`src/hw/rtl/hcb_pkg.sv`:
```
// Shared constants, codes and control types for the Huffman code builder.
package hcb_pkg;

    localparam int SYMBOL_COUNT = 256;
    localparam int COUNT_WIDTH  = 32;
    localparam int CODE_WIDTH   = 32;

    localparam int INNER_COUNT = SYMBOL_COUNT - 1;
    localparam int NODE_COUNT  = 2 * SYMBOL_COUNT - 1;
    localparam int SYM_W       = $clog2(SYMBOL_COUNT);
    localparam int NODE_W      = $clog2(NODE_COUNT);
    localparam int INNER_W     = (INNER_COUNT > 1) ? $clog2(INNER_COUNT) : 1;
    localparam int MU_W        = $clog2(INNER_COUNT + 1);
    localparam int WEIGHT_W    = COUNT_WIDTH + SYM_W;
    localparam int LEN_W       = 8;
    localparam int OP_W        = 2;
    localparam int SYMBOL_W    = 8;
    localparam int USED_W      = 9;
    localparam int OUT_CODE_W  = 32;

    typedef enum logic [OP_W-1:0] {
        OP_COUNT  = 2'd0,
        OP_BUILD  = 2'd1,
        OP_LOOKUP = 2'd2,
        OP_CLEAR  = 2'd3
    } t_op;

    localparam logic KIND_BUILD  = 1'b0;
    localparam logic KIND_LOOKUP = 1'b1;

    typedef enum logic [3:0] {
        S_CLEAR,
        S_IDLE,
        S_COUNT,
        S_LOOKUP,
        S_BCLR,
        S_SCAN_A,
        S_END_A,
        S_PICK_A,
        S_SCAN_B,
        S_END_B,
        S_PICK_B,
        S_ROOT,
        S_WALK_RD,
        S_WALK_L,
        S_WALK_R,
        S_BUILD_OUT
    } t_state;

    typedef struct packed {
        logic capture;
        logic sweep;
        logic clear_leaf;
        logic idx_clr;
        logic idx_inc;
        logic mu_clr;
        logic scan_init;
        logic scan_step;
        logic count_wr;
        logic take_a;
        logic take_b;
        logic root_init;
        logic walk_rd;
        logic walk_wr_l;
        logic walk_wr_r;
        logic k_dec;
        logic out_build;
        logic out_lookup;
    } t_cmd;

    typedef struct packed {
        logic sweep_last;
        logic scan_last;
        logic best_vld;
        logic mu_full;
        logic mu_zero;
        logic k_zero;
        logic out_free;
    } t_stat;

endpackage

```
`src/hw/rtl/hcb_ctrl.sv`:
```
// Controller state machine for the Huffman code builder.
module hcb_ctrl (
    input  logic                         i_clk,
    input  logic                         i_rst_n,
    input  logic                         i_valid,
    input  logic [hcb_pkg::OP_W-1:0]     i_op,
    output logic                         o_stall,
    output hcb_pkg::t_cmd                o_cmd,
    input  hcb_pkg::t_stat               i_stat
);

    hcb_pkg::t_state r_state;
    hcb_pkg::t_state n_state;
    logic            accept;

    assign o_stall = (r_state != hcb_pkg::S_IDLE);
    assign accept  = i_valid && !o_stall;

    always_ff @(posedge i_clk) begin
        if (!i_rst_n) begin
            r_state <= hcb_pkg::S_CLEAR;
        end else begin
            r_state <= n_state;
        end
    end

    always_comb begin
        n_state = r_state;
        case (r_state)
            hcb_pkg::S_CLEAR: begin
                if (i_stat.sweep_last) n_state = hcb_pkg::S_IDLE;
            end
            hcb_pkg::S_IDLE: begin
                if (accept) begin
                    case (hcb_pkg::t_op'(i_op))
                        hcb_pkg::OP_COUNT:  n_state = hcb_pkg::S_COUNT;
                        hcb_pkg::OP_BUILD:  n_state = hcb_pkg::S_BCLR;
                        hcb_pkg::OP_LOOKUP: n_state = hcb_pkg::S_LOOKUP;
                        default:            n_state = hcb_pkg::S_CLEAR;
                    endcase
                end
            end
            hcb_pkg::S_COUNT:  n_state = hcb_pkg::S_IDLE;
            hcb_pkg::S_LOOKUP: begin
                if (i_stat.out_free) n_state = hcb_pkg::S_IDLE;
            end
            hcb_pkg::S_BCLR: begin
                if (i_stat.sweep_last) n_state = hcb_pkg::S_SCAN_A;
            end
            hcb_pkg::S_SCAN_A: begin
                if (i_stat.scan_last) n_state = hcb_pkg::S_END_A;
            end
            hcb_pkg::S_END_A:  n_state = hcb_pkg::S_PICK_A;
            hcb_pkg::S_PICK_A: n_state = i_stat.best_vld ? hcb_pkg::S_SCAN_B : hcb_pkg::S_ROOT;
            hcb_pkg::S_SCAN_B: begin
                if (i_stat.scan_last) n_state = hcb_pkg::S_END_B;
            end
            hcb_pkg::S_END_B:  n_state = hcb_pkg::S_PICK_B;
            hcb_pkg::S_PICK_B: begin
                if (i_stat.best_vld && !i_stat.mu_full) n_state = hcb_pkg::S_SCAN_A;
                else                                     n_state = hcb_pkg::S_ROOT;
            end
            hcb_pkg::S_ROOT: begin
                n_state = i_stat.mu_zero ? hcb_pkg::S_BUILD_OUT : hcb_pkg::S_WALK_RD;
            end
            hcb_pkg::S_WALK_RD: n_state = hcb_pkg::S_WALK_L;
            hcb_pkg::S_WALK_L:  n_state = hcb_pkg::S_WALK_R;
            hcb_pkg::S_WALK_R: begin
                n_state = i_stat.k_zero ? hcb_pkg::S_BUILD_OUT : hcb_pkg::S_WALK_RD;
            end
            hcb_pkg::S_BUILD_OUT: begin
                if (i_stat.out_free) n_state = hcb_pkg::S_IDLE;
            end
            default: n_state = hcb_pkg::S_CLEAR;
        endcase
    end

    always_comb begin
        o_cmd = '0;
        case (r_state)
            hcb_pkg::S_CLEAR: begin
                o_cmd.sweep      = 1'b1;
                o_cmd.clear_leaf = 1'b1;
                o_cmd.idx_inc    = 1'b1;
                o_cmd.mu_clr     = 1'b1;
            end
            hcb_pkg::S_IDLE: begin
                o_cmd.capture = accept;
                o_cmd.idx_clr = accept;
                o_cmd.mu_clr  = accept;
            end
            hcb_pkg::S_COUNT:  o_cmd.count_wr = 1'b1;
            hcb_pkg::S_LOOKUP: o_cmd.out_lookup = i_stat.out_free;
            hcb_pkg::S_BCLR: begin
                o_cmd.sweep     = 1'b1;
                o_cmd.idx_inc   = 1'b1;
                o_cmd.scan_init = i_stat.sweep_last;
            end
            hcb_pkg::S_SCAN_A, hcb_pkg::S_SCAN_B: o_cmd.scan_step = 1'b1;
            hcb_pkg::S_PICK_A: begin
                o_cmd.take_a    = i_stat.best_vld;
                o_cmd.scan_init = i_stat.best_vld;
            end
            hcb_pkg::S_PICK_B: begin
                o_cmd.take_b    = i_stat.best_vld;
                o_cmd.scan_init = i_stat.best_vld && !i_stat.mu_full;
            end
            hcb_pkg::S_ROOT:    o_cmd.root_init = !i_stat.mu_zero;
            hcb_pkg::S_WALK_RD: o_cmd.walk_rd = 1'b1;
            hcb_pkg::S_WALK_L:  o_cmd.walk_wr_l = 1'b1;
            hcb_pkg::S_WALK_R: begin
                o_cmd.walk_wr_r = 1'b1;
                o_cmd.k_dec     = !i_stat.k_zero;
            end
            hcb_pkg::S_BUILD_OUT: o_cmd.out_build = i_stat.out_free;
            default: o_cmd = '0;
        endcase
    end

endmodule

```
`config.mk`:
```
export PLATFORM = sky130hd
export DESIGN_NAME = hcb_ctrl
export DESIGN_NICKNAME = d
export VERILOG_FILES = /design/src/hw/rtl/hcb_pkg.sv /design/src/hw/rtl/hcb_ctrl.sv
export SDC_FILE = /design/constraint.sdc
export NUM_CORES = 1
export LEC_CHECK = 0
export BUFFER_PORTS_ARGS = -buffer_cell sky130_fd_sc_hd__buf_4
export CORE_UTILIZATION = 44
export DETAILED_ROUTE_END_ITERATION = 8
export PLACE_DENSITY = 0.78
export SETUP_SLACK_MARGIN = 0.5
export SLEW_MARGIN = 20
export SYNTH_ARGS = -nofsm -noshare
export SYNTH_HDL_FRONTEND = slang
export SYNTH_SLANG_ARGS = --single-unit
```
`constraint.sdc`:
```
create_clock -name i_clk -period 1.8 [get_ports i_clk]
set_input_delay 0.18 -clock i_clk [delete_from_list [all_inputs] [get_ports i_clk]]
set_output_delay 0.18 -clock i_clk [all_outputs]
set_load 0.005 [all_outputs]
```
==> results of run 1 <==
==> through the flow <==
stage                     utilization, %  hold WS [ns]  instance area, um2  cells
after floorplan                        -        0.3241               620.6     92
after global placement             70.68        0.4665               838.3    131
after detailed placement           70.68        0.4758               838.3    131
after CTS                          90.08        0.2127                1069    146
==> cells by family after synthesis <==
kind of cell | Yosys count | share of synthesized area (%)
AO/OA/AOI/OAI | 26 | 30.21
XOR/XNOR | 1 | 1.459
buffers and inverters | 10 | 8.124
AND/OR/NAND/NOR | 50 | 45.00
flip-flops | 4 | 13.33
multiplexers | 1 | 1.875
==> cell usage after synthesis (all sizes together), types with 2 or more instances <==
library cell,instances,share of area (%)
a211o,2,2.9
a21oi,4,3.3
and2,3,3.1
and3,5,5.2
buf,7,6.2
clkbuf,2,1.3
dfxtp,4,13
nand2,8,5.0
nand2b,7,7.3
nand4b,2,2.9
nor2,10,6.3
nor2b,5,5.2
nor3,4,3.3
nor4,2,2.1
o21ai,3,2.5
o22ai,6,6.3
o31ai,3,4.6
==> what timing repair did <==
item                       CTS
setup endpoints to repair   23
setup buffers               12
gates resized for setup     30
pin swaps                    8
==> metrics.md, run 1 <==
| Metric | Value |
|---|---|
| Placer's final routability congestion estimate | `approximately 0.86` |
| Number of synthesized flops with an enable pin | `0` |
| YS warnings | `0` |
| Net count after synthesis | `104` |
| Worst_ep kind | `output port` |
| Syn avg cell area | `roughly 6.5 um2` |
| Root Buffer | `clkbuf_4` |
| Die height | `a little under 40 um` |
| CTS sink cnt | `4` |
| Largest net degree at the start of global routing | `12` |
| Starting Density | `approximately half` |
| CTS Buffer Depth | `2` |
| Critical endpoint after global-route timing repair | `o_cmd[12]` |
| Num rows | `12` |
| Die Wd | `~40 um` |
| Failing step | `global routing (5_1_grt)` |
| FF+latch count, synth | `4` |
| TritonCTS buffer count | `3` |
| Ports | `31` |
| H-tree level count | `1` |
| Outcome | `aborted with a tool error` |
| HPWL after detailed placement | `1386 um` |
| Port Buffer Count | `30` |
| Hold-fix buffers, CTS | `0` |
| Dpl ws | `approximately 0.16 ns` |
| Async SR Flop Fraction | `0%` |
| Post-synthesis sequential area ratio | `between 10% and 20%` |
| Synthesized area | `600.6 um2` |
| Distinct cells, synth | `35` |
| Top FF cell, synth | `dfxtp_1` |
| First Err | `[ERROR DPL-0038] Utilization greater than 100%, impossible to legalize` |
| Synthesized netlist cell count | `between 90 and 100` |
==> run 2, diff against run 1 <==
- CORE_AREA: unset -> 2 2 63 65
- CORE_UTILIZATION: 44 -> unset
- DIE_AREA: unset -> 0 0 65 67
- PLACE_DENSITY: 0.78 -> unset
- PLACE_DENSITY_LB_ADDON: unset -> 0.15
- SETUP_SLACK_MARGIN: 0.5 -> unset
==> run 2 against run 1 <==
  * Synthesized area unchanged
  * The run now ends clean
  * Synthesized cell count unchanged
==> metrics.md, run 2 <==
| Metric | Value |
|---|---|
| Crit Path Category | `flop to primary output` |
| Routed Antenna Nets | `0` |
| Element type at the critical path end | `primary output` |
| Post-DR wirelength/cell | `12.80 um` |
| Commonest cells after routing, fill and taps aside | `buf_4, nor2_1, nand2_1` |
| PwrDens | `a little under 500 nW/um2` |
| Placement Cell Area | `908.4 um2 (+8.4%)` |
| H-tree level count | `1 (unchanged)` |
| Design area | `roughly 950 um2` |
| Biggest regs | `r_state: 4 flops` |
| Drt total wl | `between 2000 and 2500 um` |
| Vias in the first global route | `~760` |
| Worst R2R Path Depth | `5` |
| Max-slew violations | `0` |
| Outcome | `finished, final reports clean` |
| Vias per inst | `around 4.6` |
| CTS Buffer Depth | `2 (unchanged)` |
| Worst EP arrival | `around 1.5 ns` |
| Critical path launch point type | `flop` |
| Clock latency on the worst-skew pair | `0.22 ns` |
| Syn avg cell area | `6.528 um2 (unchanged)` |
| FMAX | `between 500 and 600 MHz` |
| Core footprint | `around 3600 um2` |
| Worst Setup Slack, final | `between 0.1 and 0.15 ns` |
| First-pass GRT wire length | `3491 um` |
| YS warnings | `0 (unchanged)` |
| Synth-to-layout area growth | `58.75%` |
| Die Wd | `65 um (+67%)` |
| HPWL after detailed placement | `1820 um (+31%)` |
| Largest net degree at the start of global routing | `14` |
| Root Buffer | `clkbuf_8` |
| Reg-to-reg slack, setup | `between 0.1 and 0.15 ns` |
| Req. time, crit path | `1.62 ns` |
| Fin. Hold Viols | `0` |
| TritonCTS buffer count | `3 (unchanged)` |
| Hold-fix buffers, CTS | `0 (unchanged)` |
| Dpl ws | `0.1514 ns (-0.007505 ns)` |
| Placer's final routability congestion estimate | `0.7740 (-9.6%)` |
| Via count | `roughly 800` |
| Starting Density | `16.66% (-34 points)` |
| RSZ-0062 raised after global routing | `false` |
| Ports | `31 (unchanged)` |
| Tcrit/Tclk final | `between 90% and 100%` |
| Die area | `4355 um2` |
| Initial antenna violation count | `0` |
| Most frequent cell after synthesis | `nor2_1` |
| Synthesized area | `600.6 um2 (unchanged)` |
| FF+latch count, synth | `4 (unchanged)` |
| Top cell type's share of synthesized area | `13.33% (unchanged)` |
| Setup violators final | `0` |
| Worst Clk Skew | `roughly 0.0064 ns` |
| Drc violations | `0` |
| Yosys top cell by area | `dfxtp_1` |
| Fin nets | `between 100 and 150` |
| Largest register FFs | `4` |
| GRT overflow | `0` |
| Utilization after layout | `about a quarter` |
| Ant. Diodes | `0` |
| Worst slew margin | `about three quarters` |
| Worst Path Max Fanout | `13` |
| DRT iter0 DRCs | `21` |
| Peak supply drop | `0.2076 mV` |
| Num rows | `22 (+10)` |
| Layout cells sized above 1 | `36.00%` |
| Number of synthesized flops with an enable pin | `0 (unchanged)` |
| TNS Setup | `0 ns` |
| Reg clk slew, reported paths | `around 0.03 ns` |
| Synth top area cells | `dfxtp_1, nand2b_1, nor2_1, o22ai_1, and3_1` |
| Synthesized netlist cell count | `92 (unchanged)` |
| Commonest non-fill, non-tap cell in the layout | `buf_4` |
| Final min period | `between 1.5 and 2 ns` |
| Distinct cells, synth | `35 (unchanged)` |
| Die height | `67 um (+72%)` |
| GRT Util Overall | `10.28%` |
| Top FF cell, synth | `dfxtp_1` |
| Hold Crit Depth | `3` |
| Async SR Flop Fraction | `0% (unchanged)` |
| Port Buffer Count | `30 (unchanged)` |
| DRT Pass-1 Iters | `4` |
| Reg with most FFs | `r_state` |
| Net count after synthesis | `104 (unchanged)` |
| Leakage | `approximately 0.42 nW` |
| Tightest Hold Check Type | `input port to flop` |
| TritonCTS clock tree | `yes` |
| Post-synthesis sequential area ratio | `13.33% (unchanged)` |
| Post-synth top cells | `nor2_1, nand2_1, nand2b_1` |
| Number of max-cap violations | `0` |
| Actual slew at the worst max-slew pin | `0.3680 ns` |
| CTS sink cnt | `4 (unchanged)` |
[run 2: report_power, final]
part | internal [W] | total (W) | switching (W) | leakage [nW]
clock | 0.000142 | 0.000186 | 0.0000437 | 0.0216
combinational | 0.0000875 | 0.000167 | 0.0000795 | 0.361
sequential | 0.0000943 | 0.000106 | 0.0000121 | 0.0331
total | 0.000324 | 0.000459 | 0.000135 | 0.416
[run 2: timing repair]
item / CTS / global route
gates resized for setup: 0 / 2
buffers inserted: 0 / 0
setup endpoints to repair: 0 / 1
[run 2: layout make-up]
type	count	area (um2)
tap	48	60.06
multi-input combinational	78	474.2
clock buffer	3	41.29
sequential	4	81.33
inverter	1	3.754
fill	411	2653
timing repair buffer	39	292.8
[run 2: metrics by stage]
stage | hold WS (ns) | instances | power, W
2_1_floorplan | 0.3314 | 92 | 0.0001983
3_3_place_gp | 0.4737 | 170 | 0.0002767
3_5_place_dp | 0.4753 | 170 | 0.0002738
4_1_cts | 0.2503 | 173 | 0.0004638
5_1_grt | 0.2696 | 173 | 0.0004920
6_report | 0.2515 | 173 | 0.0004594
[run 2: path summary, 6_finish.rpt]
path,from,to
setup reg to reg,r_state[0],r_state[1]
hold reg to reg,r_state[3],r_state[3]
hold / removal,i_rst_n,r_state[0]
setup / recovery,r_state[0],o_cmd[12]
[run 2: cells by family (layout without fill, tap and decap cells)]
logic type / count (synthesis) / after routing / share of synthesized area [%]
xor gates and xnor gates: 1 / 1 / 1.459
and+or+nand+nor: 50 / 50 / 45.00
buffers and inverters: 10 / 43 / 8.124
DFF: 4 / 4 / 13.33
AOI/OAI and AO/OA: 26 / 26 / 30.21
muxes: 1 / 1 / 1.875
[run 2: worst max-delay path, stage by stage, from the launching register on]
cell and delay [ns]:
dfxtp_1 0.53, nor2b_2 0.31, and3_1 0.23, or2_1 0.11
buf_4 0.10
[run 2: metal layers]
layer | global-route usage (%) | routed length, um | vias to the layer above
li1 | - | - | 404
met1 | 12.96 | 1056 | 383
met2 | 17.14 | 1058 | 15
met3 | 3.547 | 101 | 0
met4 | 1.596 | 0 | 0
met5 | 0 | 0 | -
Power figures use the tool's default switching activity.
